$ cat config.mk
export PLATFORM = sky130hd
export DESIGN_NAME = bounded_stack_remove_reverse_top
export DESIGN_NICKNAME = d
export VERILOG_FILES = /design/src/bsrr_pkg.sv /design/src/bsrr_ram.sv /design/src/bounded_stack_remove_reverse_top.sv
export SDC_FILE = /design/constraint.sdc
export NUM_CORES = 1
export LEC_CHECK = 0
export ABC_AREA = 1
export BUFFER_PORTS_ARGS = -buffer_cell sky130_fd_sc_hd__buf_4
export CAP_MARGIN = 20
export CORE_ASPECT_RATIO = 2
export CORE_UTILIZATION = 42
export DETAILED_ROUTE_END_ITERATION = 8
export REMOVE_ABC_BUFFERS = 1
export SETUP_SLACK_MARGIN = 0.1
export SLEW_MARGIN = 0
export SYNTH_ARGS = -nofsm -noshare
export SYNTH_HDL_FRONTEND = slang
export SYNTH_SLANG_ARGS = --single-unit
$ cat constraint.sdc
create_clock -name clk_i -period 7.7 [get_ports clk_i]
set_input_delay 1.925 -clock clk_i [delete_from_list [all_inputs] [get_ports clk_i]]
set_output_delay 1.925 -clock clk_i [all_outputs]
set_load 0.02 [all_outputs]
$ cat src/bsrr_pkg.sv
`default_nettype none

package bsrr_pkg;

  localparam int unsigned DEPTH_DEFAULT      = 16;
  localparam int unsigned DATA_WIDTH_DEFAULT = 32;

  typedef enum logic [1:0] {
    OP_PUSH    = 2'd0,
    OP_POP     = 2'd1,
    OP_REMOVE  = 2'd2,
    OP_REVERSE = 2'd3
  } op_e;

  typedef enum logic [1:0] {
    ST_OK        = 2'd0,
    ST_EMPTY     = 2'd1,
    ST_FULL      = 2'd2,
    ST_NOT_FOUND = 2'd3
  } status_e;

  typedef struct packed {
    op_e                operation;
    logic signed [31:0] value;
  } in_req_t;

  typedef struct packed {
    status_e            status;
    logic signed [31:0] popped_value;
    logic               is_empty;
    logic [4:0]         entry_total;
  } out_rsp_t;

endpackage

`default_nettype wire

$ cat src/bsrr_ram.sv
`default_nettype none

module bsrr_ram #(
  parameter int unsigned Width = 32,
  parameter int unsigned Depth = 16,
  localparam int unsigned AddrW = (Depth > 1) ? $clog2(Depth) : 1
) (
  input  wire logic             clk_i,
  input  wire logic             wr_en_i,
  input  wire logic [AddrW-1:0] wr_addr_i,
  input  wire logic [Width-1:0] wr_data_i,
  input  wire logic             rd_en_i,
  input  wire logic [AddrW-1:0] rd_addr_i,
  output logic      [Width-1:0] rd_data_o
);

  logic [Width-1:0] mem [Depth];

  always_ff @(posedge clk_i) begin
    if (wr_en_i) begin
      mem[wr_addr_i] <= wr_data_i;
    end
    if (rd_en_i) begin
      rd_data_o <= mem[rd_addr_i];
    end
  end

endmodule

`default_nettype wire

$ cat src/bounded_stack_remove_reverse_top.sv
`default_nettype none

// Bounded LIFO stack of up to DEPTH values with pop, remove-by-value and
// order reversal. The entries live in a ring held in one single-port-write,
// registered-read RAM; a head index and a direction flag say where the top
// is, so reverse is a flag flip and never moves data. Each request gives
// exactly one response with status, popped value, empty flag and count.
// The RAM has a registered read: push and reverse pass from a dispatch
// state straight to the response state, while pop issues its read at
// dispatch and takes the data in a pop-read state. Remove scans from the
// top at one entry per cycle, then closes the gap by copying each deeper
// entry one slot up at one entry per cycle and drops the bottom slot in a
// last step; a remove that finds nothing skips the copy. One request is
// worked at a time; a new request is taken as soon as the previous
// response sits in the output register, even if the consumer has not yet
// taken it. Values are stored and compared on their low DATA_WIDTH bits;
// popped values come back zero-extended. The RAM needs no clearing after
// reset.
module bounded_stack_remove_reverse_top #(
  parameter int unsigned DEPTH      = bsrr_pkg::DEPTH_DEFAULT,
  parameter int unsigned DATA_WIDTH = bsrr_pkg::DATA_WIDTH_DEFAULT
) (
  input  wire logic              clk_i,
  input  wire logic              rst_ni,
  input  wire logic              in_valid_i,
  output logic                   in_ready_o,
  input  wire bsrr_pkg::in_req_t in_req_i,
  output logic                   out_valid_o,
  input  wire logic              out_ready_i,
  output bsrr_pkg::out_rsp_t     out_rsp_o
);

  import bsrr_pkg::*;

  // ring address and entry count widths
  localparam int unsigned AW    = (DEPTH > 1) ? $clog2(DEPTH) : 1;
  localparam int unsigned CNT_W = $clog2(DEPTH + 1);

  // sequencer states
  localparam logic [2:0] S_IDLE     = 3'd0;
  localparam logic [2:0] S_DISPATCH = 3'd1;
  localparam logic [2:0] S_POPRD    = 3'd2;
  localparam logic [2:0] S_SEARCH   = 3'd3;
  localparam logic [2:0] S_SHIFT    = 3'd4;
  localparam logic [2:0] S_RESP     = 3'd5;

  logic [2:0]            state_q, state_d;
  op_e                   op_q, op_d;
  logic [DATA_WIDTH-1:0] val_q, val_d;
  logic [AW-1:0]         head_q, head_d;
  logic [CNT_W-1:0]      count_q, count_d;
  logic                  flip_q, flip_d;
  logic [CNT_W-1:0]      pos_q, pos_d;
  status_e               status_q, status_d;
  logic [DATA_WIDTH-1:0] popped_q, popped_d;
  logic                  out_valid_q, out_valid_d;
  out_rsp_t              out_q, out_d;

  // ram port
  logic                  mem_we;
  logic [AW-1:0]         mem_waddr;
  logic [DATA_WIDTH-1:0] mem_wdata;
  logic                  mem_re;
  logic [AW-1:0]         mem_raddr;
  logic [DATA_WIDTH-1:0] mem_rdata;

  // width adapters between fixed port fields and parameterized storage
  logic [DATA_WIDTH+31:0] in_val_ext;
  logic [DATA_WIDTH+31:0] popped_ext;
  logic [CNT_W+4:0]       count_ext;

  // derived ring positions
  logic [AW-1:0]  head_inc, head_dec;
  logic [CNT_W:0] pos_plus1, pos_plus2;
  logic           pos1_in, pos2_in;

  // (base + off) mod DEPTH, with base < DEPTH and off <= DEPTH
  function automatic logic [AW-1:0] ring_add(input logic [AW-1:0] base,
                                              input logic [CNT_W-1:0] off);
    logic [CNT_W:0] sum;
    sum = {{(CNT_W + 1 - AW){1'b0}}, base} + {1'b0, off};
    if (sum >= (CNT_W + 1)'(DEPTH)) begin
      sum = sum - (CNT_W + 1)'(DEPTH);
    end
    return sum[AW-1:0];
  endfunction

  // ring slot of logical position pos (0 is the top), pos below count
  function automatic logic [AW-1:0] slot_of(input logic [AW-1:0] head,
                                             input logic [CNT_W-1:0] count,
                                             input logic flip,
                                             input logic [CNT_W-1:0] pos);
    logic [CNT_W-1:0] off;
    off = flip ? (count - CNT_W'(1) - pos) : pos;
    return ring_add(head, off);
  endfunction

  assign in_val_ext = {{DATA_WIDTH{1'b0}}, in_req_i.value};
  assign popped_ext = {32'd0, popped_q};
  assign count_ext  = {5'd0, count_q};

  assign head_inc = (head_q == AW'(DEPTH - 1)) ? '0 : head_q + AW'(1);
  assign head_dec = (head_q == '0) ? AW'(DEPTH - 1) : head_q - AW'(1);

  assign pos_plus1 = {1'b0, pos_q} + (CNT_W + 1)'(1);
  assign pos_plus2 = {1'b0, pos_q} + (CNT_W + 1)'(2);
  assign pos1_in   = pos_plus1 < {1'b0, count_q};
  assign pos2_in   = pos_plus2 < {1'b0, count_q};

  assign in_ready_o  = (state_q == S_IDLE);
  assign out_valid_o = out_valid_q;
  assign out_rsp_o   = out_q;

  always_comb begin
    state_d     = state_q;
    op_d        = op_q;
    val_d       = val_q;
    head_d      = head_q;
    count_d     = count_q;
    flip_d      = flip_q;
    pos_d       = pos_q;
    status_d    = status_q;
    popped_d    = popped_q;
    out_valid_d = out_valid_q;
    out_d       = out_q;
    mem_we      = 1'b0;
    mem_waddr   = '0;
    mem_wdata   = val_q;
    mem_re      = 1'b0;
    mem_raddr   = '0;

    if (out_ready_i) begin
      out_valid_d = 1'b0;
    end

    case (state_q)
      S_IDLE: begin
        if (in_valid_i) begin
          op_d     = in_req_i.operation;
          val_d    = in_val_ext[DATA_WIDTH-1:0];
          status_d = ST_OK;
          popped_d = '0;
          state_d  = S_DISPATCH;
        end
      end

      S_DISPATCH: begin
        state_d = S_RESP;
        case (op_q)
          OP_PUSH: begin
            if (count_q == CNT_W'(DEPTH)) begin
              status_d = ST_FULL;
            end else if (!flip_q) begin
              // top sits at head: grow downward
              mem_we    = 1'b1;
              mem_waddr = head_dec;
              head_d    = head_dec;
              count_d   = count_q + CNT_W'(1);
            end else begin
              // top sits at the far end: grow upward
              mem_we    = 1'b1;
              mem_waddr = ring_add(head_q, count_q);
              count_d   = count_q + CNT_W'(1);
            end
          end
          OP_POP: begin
            if (count_q == '0) begin
              status_d = ST_EMPTY;
            end else begin
              mem_re    = 1'b1;
              mem_raddr = slot_of(head_q, count_q, flip_q, '0);
              state_d   = S_POPRD;
            end
          end
          OP_REMOVE: begin
            if (count_q == '0) begin
              status_d = ST_NOT_FOUND;
            end else begin
              mem_re    = 1'b1;
              mem_raddr = slot_of(head_q, count_q, flip_q, '0);
              pos_d     = '0;
              state_d   = S_SEARCH;
            end
          end
          OP_REVERSE: begin
            if (count_q > CNT_W'(1)) begin
              flip_d = !flip_q;
            end
          end
          default: begin
            state_d = S_RESP;
          end
        endcase
      end

      S_POPRD: begin
        popped_d = mem_rdata;
        if (!flip_q) begin
          head_d = head_inc;
        end
        count_d = count_q - CNT_W'(1);
        state_d = S_RESP;
      end

      S_SEARCH: begin
        // read data holds the entry at pos; prefetch the next one
        if (pos1_in) begin
          mem_re    = 1'b1;
          mem_raddr = slot_of(head_q, count_q, flip_q, pos_plus1[CNT_W-1:0]);
        end
        if (mem_rdata == val_q) begin
          state_d = S_SHIFT;
        end else if (pos1_in) begin
          pos_d = pos_plus1[CNT_W-1:0];
        end else begin
          status_d = ST_NOT_FOUND;
          state_d  = S_RESP;
        end
      end

      S_SHIFT: begin
        // read data holds the entry at pos + 1; move it up into pos
        if (pos1_in) begin
          mem_we    = 1'b1;
          mem_waddr = slot_of(head_q, count_q, flip_q, pos_q);
          mem_wdata = mem_rdata;
          if (pos2_in) begin
            mem_re    = 1'b1;
            mem_raddr = slot_of(head_q, count_q, flip_q, pos_plus2[CNT_W-1:0]);
          end
          pos_d = pos_plus1[CNT_W-1:0];
        end else begin
          // drop the bottom entry
          if (flip_q) begin
            head_d = head_inc;
          end
          count_d = count_q - CNT_W'(1);
          state_d = S_RESP;
        end
      end

      S_RESP: begin
        if (!out_valid_q || out_ready_i) begin
          out_valid_d        = 1'b1;
          out_d.status       = status_q;
          out_d.popped_value = signed'(popped_ext[31:0]);
          out_d.is_empty     = (count_q == '0);
          out_d.entry_total  = count_ext[4:0];
          state_d            = S_IDLE;
        end
      end

      default: begin
        state_d = S_IDLE;
      end
    endcase
  end

  // control state
  always_ff @(posedge clk_i or negedge rst_ni) begin
    if (!rst_ni) begin
      state_q     <= S_IDLE;
      head_q      <= '0;
      count_q     <= '0;
      flip_q      <= 1'b0;
      out_valid_q <= 1'b0;
    end else begin
      state_q     <= state_d;
      head_q      <= head_d;
      count_q     <= count_d;
      flip_q      <= flip_d;
      out_valid_q <= out_valid_d;
    end
  end

  // payload and working registers
  always_ff @(posedge clk_i) begin
    op_q     <= op_d;
    val_q    <= val_d;
    pos_q    <= pos_d;
    status_q <= status_d;
    popped_q <= popped_d;
    out_q    <= out_d;
  end

  bsrr_ram #(
    .Width (DATA_WIDTH),
    .Depth (DEPTH)
  ) u_ram (
    .clk_i     (clk_i),
    .wr_en_i   (mem_we),
    .wr_addr_i (mem_waddr),
    .wr_data_i (mem_wdata),
    .rd_en_i   (mem_re),
    .rd_addr_i (mem_raddr),
    .rd_data_o (mem_rdata)
  );

endmodule

`default_nettype wire
; ---- After elaboration in Yosys (flattened, before gate mapping)
; Memories as Yosys holds them, arrays and structs flattened. A register that Yosys moved wholly into a read port is not among the register bits.
; Cells that the tools add are included.
[classes]
n_addsub = 19
n_lt_le_gt_ge = 8
n_eq_ne = 27
n_mux = 72
n_reduce_logical = 21
[op_table]
columns = cell, count
row1 = two-way mux 32 bit, 3
row2 = two-way mux 4 bit, 22
row3 = case mux 32 bit (2 select lines), 1
row4 = two-way mux 5 bit, 11
row5 = equality test 32 bit, 1
row6 = adder 4 x 5 -> 6 bit, 5
row7 = "greater-or-equal comparator 6 x 5 -> 1 bit, second input constant", 5
row8 = case mux 5 bit (3 select lines), 2
row9 = case mux 4 bit (3 select lines), 2
row10 = "subtractor 4 x 1 -> 4 bit, second input constant", 6
row11 = "inequality test 2 bit, second input constant", 10
row12 = two-way mux 3 bit, 6
row13 = case mux 3 bit (6 select lines), 1
row14 = subtractor 5 bit, 3
row15 = < comparator 6 x 5 -> 1 bit, 2
row16 = two-way mux 1 bit, 12
row17 = two-way mux 2 bit, 6
row18 = case mux 2 bit (3 select lines), 2
row19 = "inequality test 3 bit, second input constant", 3
row20 = nonzero test 3 bit, 3
row21 = case mux 4 bit (2 select lines), 1
row22 = AND reduction 2 bit, 4
row23 = AND reduction 4 bit, 2
row24 = AND reduction 8 bit, 1
row25 = 28 further kinds, 33
[word_totals]
register_bits = 127
ram_bits = 512
output_inout_bits = 42
wordCells = 162
mem_count = 1
[mem_list]
columns = name, words, word_bits, rd, rd_clocked_by_memory_dff, wr, line
row1 = u_ram.mem, 16, 32, 1, 1, 1, bsrr_ram.sv:17  ; logic [Width-1:0] mem [Depth];

; ---- Longest topological paths before layout
; Gate-level depths: netlist (run 1).
[depth]
depth_word = 9
ltp_mapped = 22
ltp_nobuf = 20

; ---- Cells and area by module
; Synthesis (run 1) repeated with hierarchy kept, for this count alone.
[hier_totals]
cells_unflattened = 2881
area_unflattened_um2 = 30271.5
[modules_own_cells]
columns = mod, instances, cells_each, area_per_inst_um2, seq_area_each_um2
row1 = bsrr_ram, 1, 2120, 23050.9, 16335.7
row2 = bounded_stack_remove_reverse_top, 1, 761, 7220.7, 3743.6

; ---- Worst setup path before layout (run 1)
; Ideal clock, no wire load.
[synth_path]
path_kind = input to register
from = input in_valid_i
to = register popped_q[0], enable pin
setup_ns = 0.466
arrival_ns = 4.255
required_time_ns = 7.234
setup_slack_ns = 2.980
cell_stages = 2
n_path_buf = 0
path_cell_list = inv_1 o21ai_0
[synth_via]
elab_chain_len = 2
[synth_rtl]
columns = element, line
row1 = from (decl), bounded_stack_remove_reverse_top.sv:25  ; input wire logic in_valid_i,
row2 = inequality test 2 bit (no line), -
row3 = AND reduction 2 bit (no line), -
row4 = to (signal assigned), bounded_stack_remove_reverse_top.sv:282  ; popped_q <= popped_d;
row5 = to (decl), bounded_stack_remove_reverse_top.sv:55  ; logic [DATA_WIDTH-1:0] popped_q, popped_d;
; No other way between the ends.
; A chain may end at the register's enable or synchronous reset.

; ---- Final worst setup path (run 1)
[layout_path]
from = register pos_q[1]
to = memory u_ram.mem[12][12], enable pin
[layout_via]
elab_chain_len = 7
[layout_rtl]
columns = element, line
row1 = from (decl), bounded_stack_remove_reverse_top.sv:53  ; logic [CNT_W-1:0] pos_q, pos_d;
row2 = from (signal assigned), bounded_stack_remove_reverse_top.sv:280  ; pos_q <= pos_d;
row3 = subtractor 5 bit, bounded_stack_remove_reverse_top.sv:94  ; off = flip ? (count - CNT_W'(1) - pos) : pos;
row4 = two-way mux 5 bit, bounded_stack_remove_reverse_top.sv:94
row5 = adder 4 x 5 -> 6 bit, bounded_stack_remove_reverse_top.sv:81  ; sum = {{(CNT_W + 1 - AW){1'b0}}, base} + {1'b0, off};
row6 = greater-or-equal comparator 6 x 5 -> 1 bit or subtractor 4 x 1 -> 4 bit (tied branches), "bounded_stack_remove_reverse_top.sv:82, bounded_stack_remove_reverse_top.sv:83"
row7 = two-way mux 4 bit, bounded_stack_remove_reverse_top.sv:82  ; if (sum >= (CNT_W + 1)'(DEPTH)) begin
row8 = two-way mux 4 bit, bounded_stack_remove_reverse_top.sv:223  ; if (pos1_in) begin
row9 = case mux 4 bit (2 select lines), bounded_stack_remove_reverse_top.sv:136  ; case (state_q)
row10 = to (decl), bsrr_ram.sv:17
; Parallel ways exist; a longest one is shown, timed or not.

==> results of run 1 <==
==> flip-flops by register name, indices dropped and copies added (netlist names), 3 cells and up <==
| signal | count |
|---|---|
| u_ram.mem | 512 |
| out_rsp_o | 40 |
| popped_q | 32 |
| u_ram.rd_data_o | 32 |
| val_q | 32 |
| count_q | 5 |
| pos_q | 5 |
| head_q | 4 |
| state_q | 3 |
==> routing by layer <==
metal  routed length (um)  part of all wire  up-vias  GRT usage
li1                     -                 -     8981          -
met1                30300              0.36     9706      0.277
met2                43900              0.52      827      0.423
met3                 4970             0.059      221     0.0254
met4                 5540             0.065        0      0.156
met5                    0                 0        -          0
==> cell type report <==
type / instances / area (sq um) / share of cell area
Multi-Input combinational cell: 1568 / 8000 / 0.243
Sequential cell: 671 / 20100 / 0.611
Timing Repair Buffer: 146 / 1320 / 0.0403
Inverter: 124 / 472 / 0.0144
Clock buffer: 64 / 1450 / 0.0442
Tap cell: 897 / 1120 / 0.0342
Clock inverter: 39 / 397 / 0.0121
==> final timing paths <==
check / end / depth (start not counted) / slack [ns]
setup / recovery: u_ram.mem[12][12] / 19 / 2.42
hold / removal: out_rsp_o[27] / 0 / 0.42
setup reg to reg: u_ram.mem[12][12] / 19 / 2.42
hold reg to reg: out_rsp_o[27] / 0 / 0.42
max in group asynchronous: state_q[2] / 1 / 6.32
min in group asynchronous: flip_q / 1 / 1.17
==> worst max-delay path, cell delays in order, from the launching register on <==
cell	delay [ns]
edfxtp_1	0.49
ha_1	0.34
nand2_1	0.13
nand2_1	0.06
o21ai_0	0.10
inv_1	0.08
ha_1	0.31
o21a_1	0.20
nand2_1	0.08
nand2_1	0.23
nor2_2	0.15
buf_4	0.37
inv_2	0.33
buf_4	0.33
nor2_1	0.13
nand2_1	0.05
nand2_1	0.10
nand2_1	0.25
nor2_4	0.85
buf_4	0.35
==> synth_stat cells, types with 2 or more instances <==
master and number:
clkinv_1 3, o21ai_0 62, o22ai_1 3, nand3_2 3, nor2_2 5, o211ai_1 7, a211oi_1 3, or2_2 3
xor2_1 21, a21o_1 2, buf_2 89, buf_4 32, nand4_1 5, o21ai_1 4, buf_6 13, nand2_2 2
nand3_1 667, xnor2_1 26, clkbuf_1 13, nor3_2 2, inv_2 11, nor2_4 2, edfxtp_1 657, a31oi_1 2
fa_1 8, nand2_1 563, nor2_1 97, nor3_1 3, inv_1 110, a21oi_1 26, nand3b_1 2, dfrtp_1 14
ha_1 42
==> metrics by stage <==
stage | TNS [ns] | instance area [sq um] | hold WS, ns
after floorplan | -67.55 | 28300 | 0.400
after global placement | 0 | 30600 | 0.401
after detailed placement | 0 | 30900 | 0.405
after CTS | 0 | 32800 | 0.418
after global routing | 0 | 32800 | 0.425
final | 0 | 32800 | 0.421
==> kinds of logic (layout without fill, tap and decap cells) <==
| family | Yosys count | in the layout | synth area share |
|---|---|---|---|
| AND/OR/NAND/NOR | 1355 | 1355 | 0.206 |
| flip-flops | 671 | 671 | 0.688 |
| buffers and inverters | 271 | 373 | 0.0461 |
| AO/OA/AOI/OAI | 114 | 114 | 0.0213 |
| adder cells (fa/ha/maj) | 50 | 50 | 0.0235 |
| XOR/XNOR | 49 | 49 | 0.0152 |
==> results.sh, run 1 <==
export IMPL_status="completed"
export IMPL_crit_fanout=29
export IMPL_grt_pass1_wl_um=126000
export IMPL_critPathLaunch="pos_q[1]"
export IMPL_design_core_area_sq_um=68700
export IMPL_fin_ws_ns=2.42
export IMPL_synthFlopType="edfxtp_1"
export IMPL_drt_wl_total_um=84700
export IMPL_synthArstFlopShare=0.0209
export IMPL_chipWidth_um=188
export IMPL_grt_max_degree=213
export IMPL_grt_usage=0.241
export IMPL_grt_overflow=0
export IMPL_rsz0062_at_grt="false"
export IMPL_dpl_hpwl_um=52200
export IMPL_drv_cap=0
export IMPL_max_freq_ghz=0.190
export IMPL_cts_buffers=57
export IMPL_skew_ns=0.0204
export IMPL_synth_area_per_cell_sq_um=11.6
export IMPL_end_kind="register"
export IMPL_clock_latency_ns=0.63
export IMPL_die_h_um=375
export IMPL_final_max_slew_violation_count=0
export IMPL_start_util=0.425
export IMPL_nets=2656
export IMPL_gp_congestion=0.918
export IMPL_dieArea_sq_um=70600
export IMPL_remaining_drc_errors=0
export IMPL_synth_distinct_cells=41
export IMPL_root_buffer="clkbuf_16"
export IMPL_vias_per_cell=5.62
export IMPL_antenna_found_initial=0
export IMPL_holdBufCountCts=0
export IMPL_drive_above_1_share=0.108
export IMPL_clkTransAtPathRegs_ns=0.07
export IMPL_cp_required_ns=8.02
export IMPL_synth_top_area_cell="edfxtp_1"
export IMPL_arrival_ns=5.60
export IMPL_final_hold_viol_count=0
export IMPL_final_common_cell="nand3_1"
export IMPL_htree_levels=2
export IMPL_ant_nets=0
export IMPL_netlist_area_sq_um=29200
export IMPL_hold_start="popped_q[21]"
export IMPL_fin_util=0.478
export IMPL_synthTopCellsByArea="edfxtp_1, nand3_1, nand2_1"
export IMPL_stdcell_count=3509
export IMPL_port_buffers=79
export IMPL_dr_pass1_iters=6
export IMPL_ys_warnings_count=0
export IMPL_path_class="register to register"
export IMPL_synth_seq_cells=671
export IMPL_num_vias=19700
export IMPL_synth_edf_count=657
export IMPL_yosysTopAreaCellShare=0.676
export IMPL_crit_path_start_kind="register"
export IMPL_setup_viol=0
export IMPL_area_growth_pct=12.5
export IMPL_dp_cells=3397
export IMPL_max_slew_margin=0.257
export IMPL_fillers=6138
export IMPL_synthCells=2510
export IMPL_cts_resized=0
export IMPL_tritoncts="built"
export IMPL_cts_num_sinks=671
export IMPL_synth_seq_area_share=0.688
export IMPL_tightest_slew_ns=1.11
export IMPL_rows=136
export IMPL_fin_crit_ns=5.28
export IMPL_grt_pass1_vias=19900
export IMPL_wl_per_cell_um=24.1
export IMPL_clk_path_buf_depth=3
export IMPL_min_period_over_period=0.685
export IMPL_min_path_type="register to register"
export IMPL_pre_cts_slack_ns=2.48
export IMPL_post_cts_buffers=0
export IMPL_ios=80
export IMPL_rr_startpoint="pos_q[1]"
export IMPL_num_antenna_cells=0
export IMPL_dr_first_iter_drc_count=1827
export IMPL_final_cell_mix="nand3_1, edfxtp_1, nand2_1"
Power of run 1 is left out: the tool's default activity adds up to more than one toggle a clock period on the data nets, which glitch-free logic cannot reach.
==> run 2, diff against run 1 <==
ABC_AREA = 0   (was 1)
clock period = 5.3 ns   (was 7.7 ns; I/O delays follow)
==> results.sh, run 2 <==
export IMPL_hold_start="popped_q[11]"
export IMPL_yosysTopAreaCellShare=0.706
export IMPL_drive_above_1_share=0.189
export IMPL_synth_most_common_cell="edfxtp_1"
export IMPL_reg2reg_to="u_ram.mem[3][25]"
export IMPL_fillers=5475
export IMPL_num_vias=15500
export IMPL_setup_viol=0
export IMPL_largest_reg_flops=512
export IMPL_max_slew_margin=0.285
export IMPL_met2_length_um=38100
export IMPL_die_h_um=367
export IMPL_synthArstFlopShare=0.0209
export IMPL_dieArea_sq_um=67600
export IMPL_final_common_cell="edfxtp_1"
export IMPL_nets=1917
export IMPL_root_buffer="clkbuf_16"
export IMPL_tritoncts="built"
export IMPL_cts_resized=0
export IMPL_antenna_found_initial=0
export IMPL_design_core_area_sq_um=65700
export IMPL_crit_fanout=24
export IMPL_grt_usage=0.214
export IMPL_status="completed"
export IMPL_synth_top_area_cell="edfxtp_1"
export IMPL_start_util=0.425
export IMPL_clk_path_buf_depth=3
export IMPL_synthTopCellsByArea="edfxtp_1, mux2i_1, mux2_2"
export IMPL_wl_met3_um=2920
export IMPL_remaining_drc_errors=0
export IMPL_final_hold_viol_count=0
export IMPL_ant_nets=0
export IMPL_grt_max_degree=77
export IMPL_crit_path_start_kind="register"
export IMPL_min_path_cells=0
export IMPL_htree_levels=2
export IMPL_port_buffers=79
export IMPL_synth_seq_cells=671
export IMPL_chipWidth_um=184
export IMPL_clkTransAtPathRegs_ns=0.06
export IMPL_path_class="register to register"
export IMPL_synth_distinct_cells=66
export IMPL_grt_pass1_vias=16200
export IMPL_cp_required_ns=5.59
export IMPL_drt_met1_wl_um=26900
export IMPL_r2r_cells=15
export IMPL_fin_util=0.487
export IMPL_holdBufCountCts=0
export IMPL_synth_seq_area_share=0.719
export IMPL_clock_latency_ns=0.62
export IMPL_regMostFlops="u_ram.mem"
export IMPL_fin_crit_ns=4.94
export IMPL_rr_startpoint="count_q[1]"
export IMPL_ios=80
export IMPL_gp_congestion=0.876
export IMPL_post_cts_buffers=0
export IMPL_min_period_over_period=0.932
export IMPL_rsz0062_at_grt="false"
export IMPL_synthCells=1720
export IMPL_fin_ws_ns=0.363
export IMPL_tightest_slew_ns=1.07
export IMPL_cts_num_sinks=671
export IMPL_synth_area_per_cell_sq_um=16.2
export IMPL_min_path_type="register to register"
export IMPL_ys_warnings_count=0
export IMPL_arrival_ns=5.23
export IMPL_grt_overflow=0
export IMPL_area_growth_pct=14.6
export IMPL_rows=133
export IMPL_ys_top_cells_by_count="edfxtp_1, nand2_1, mux2i_1"
export IMPL_synth_edf_count=657
export IMPL_cts_buffers=57
export IMPL_r2r_slack_ns=0.36
export IMPL_synthFlopType="edfxtp_1"
export IMPL_dr_first_iter_drc_count=1147
export IMPL_pre_cts_slack_ns=0.395
export IMPL_final_max_slew_violation_count=0
export IMPL_dr_pass1_iters=5
export IMPL_dpl_hpwl_um=42000
export IMPL_vias_per_cell=5.63
export IMPL_drt_wl_total_um=71400
export IMPL_final_cell_mix="edfxtp_1, nand2_1, mux2i_1"
export IMPL_drv_cap=0
export IMPL_skew_ns=0.0264
export IMPL_grt_pass1_wl_um=104000
export IMPL_max_freq_ghz=0.203
export IMPL_wl_per_cell_um=26.0
export IMPL_end_kind="register"
export IMPL_netlist_area_sq_um=27900
export IMPL_dr_max_layer_used="met4"
export IMPL_min_to="out_rsp_o[17]"
==> run 2: changes by cell type in the layout (fill, tap and decap cells not counted), moves of 35 or more <==
cell      before  now
nand2_1      563  193
and2_1         0   35
a221oi_1       0   64
mux2i_1        0  162
nor2_1        78   25
inv_1        110   27
mux2_2         0   94
nand3_1      664   10
==> run 2: layer usage <==
metal	vias up	track usage
met5	-	0
met4	0	0.108
met3	149	0.0205
met2	459	0.388
met1	8014	0.249
li1	6861	-
==> run 2: worst max path at each step <==
stage / from / endpoint / slack, ns / cells after the start
finish: count_q[1] / u_ram.mem[3][25] / 0.36 / 15
global route: count_q[1] / u_ram.mem[3][25] / 0.11 / 15
CTS: count_q[1] / u_ram.mem[3][25] / 0.37 / 15
detailed placement: count_q[1] / u_ram.mem[3][23] / 0.40 / 15
global placement: count_q[1] / u_ram.mem[3][23] / 0.43 / 15
floorplan: count_q[0] / u_ram.rd_data_o[14] / -3.83 / 13
==> run 2: logic make-up after synthesis <==
family,synth area share
XOR/XNOR,0.0228
adder cells (fa/ha/maj),0.0245
AO/OA/AOI/OAI,0.0625
buffers and inverters,0.0191
multiplexers,0.0967
AND/OR/NAND/NOR,0.0555
flip-flops,0.719
==> run 2: cell type report <==
class,count,area (sq um),share of cell area
antenna,1,2.50,0.0000782
clock buffer,65,1480,0.0462
clock inverter,36,400,0.0125
inverter,27,101,0.00317
multi-input combinational,939,7540,0.236
sequential,671,20100,0.627
tap,877,1100,0.0343
timing repair buffer,133,1310,0.0410
==> run 2: metrics by stage <==
stage | cells | hold slack (ns) | instance area, sq um | setup TNS (ns)
4_1_cts | 2748 | 0.420 | 32000 | 0
3_3_place_gp | 2647 | 0.403 | 30100 | 0
5_1_grt | 2748 | 0.422 | 32000 | 0
3_5_place_dp | 2647 | 0.405 | 30100 | 0
6_report | 2749 | 0.415 | 32000 | 0
2_1_floorplan | 1637 | 0.400 | 27500 | -152.23
==> run 2: worst max-delay path, cell delays in order, from the launching register on <==
cell and delay (ns):
dfrtp_1 0.49, inv_1 0.17, ha_1 0.41, inv_1 0.17, fa_1 0.53, nand2_1 0.09, o21ai_0 0.26, ha_1 0.34
a21o_1 0.16, a21oi_1 0.25, xnor2_1 0.18, xor2_1 0.33, o21a_1 0.17, nand2_1 0.22, nor2_4 0.50, buf_12 0.30
Power of run 2 is left out for the same reason.
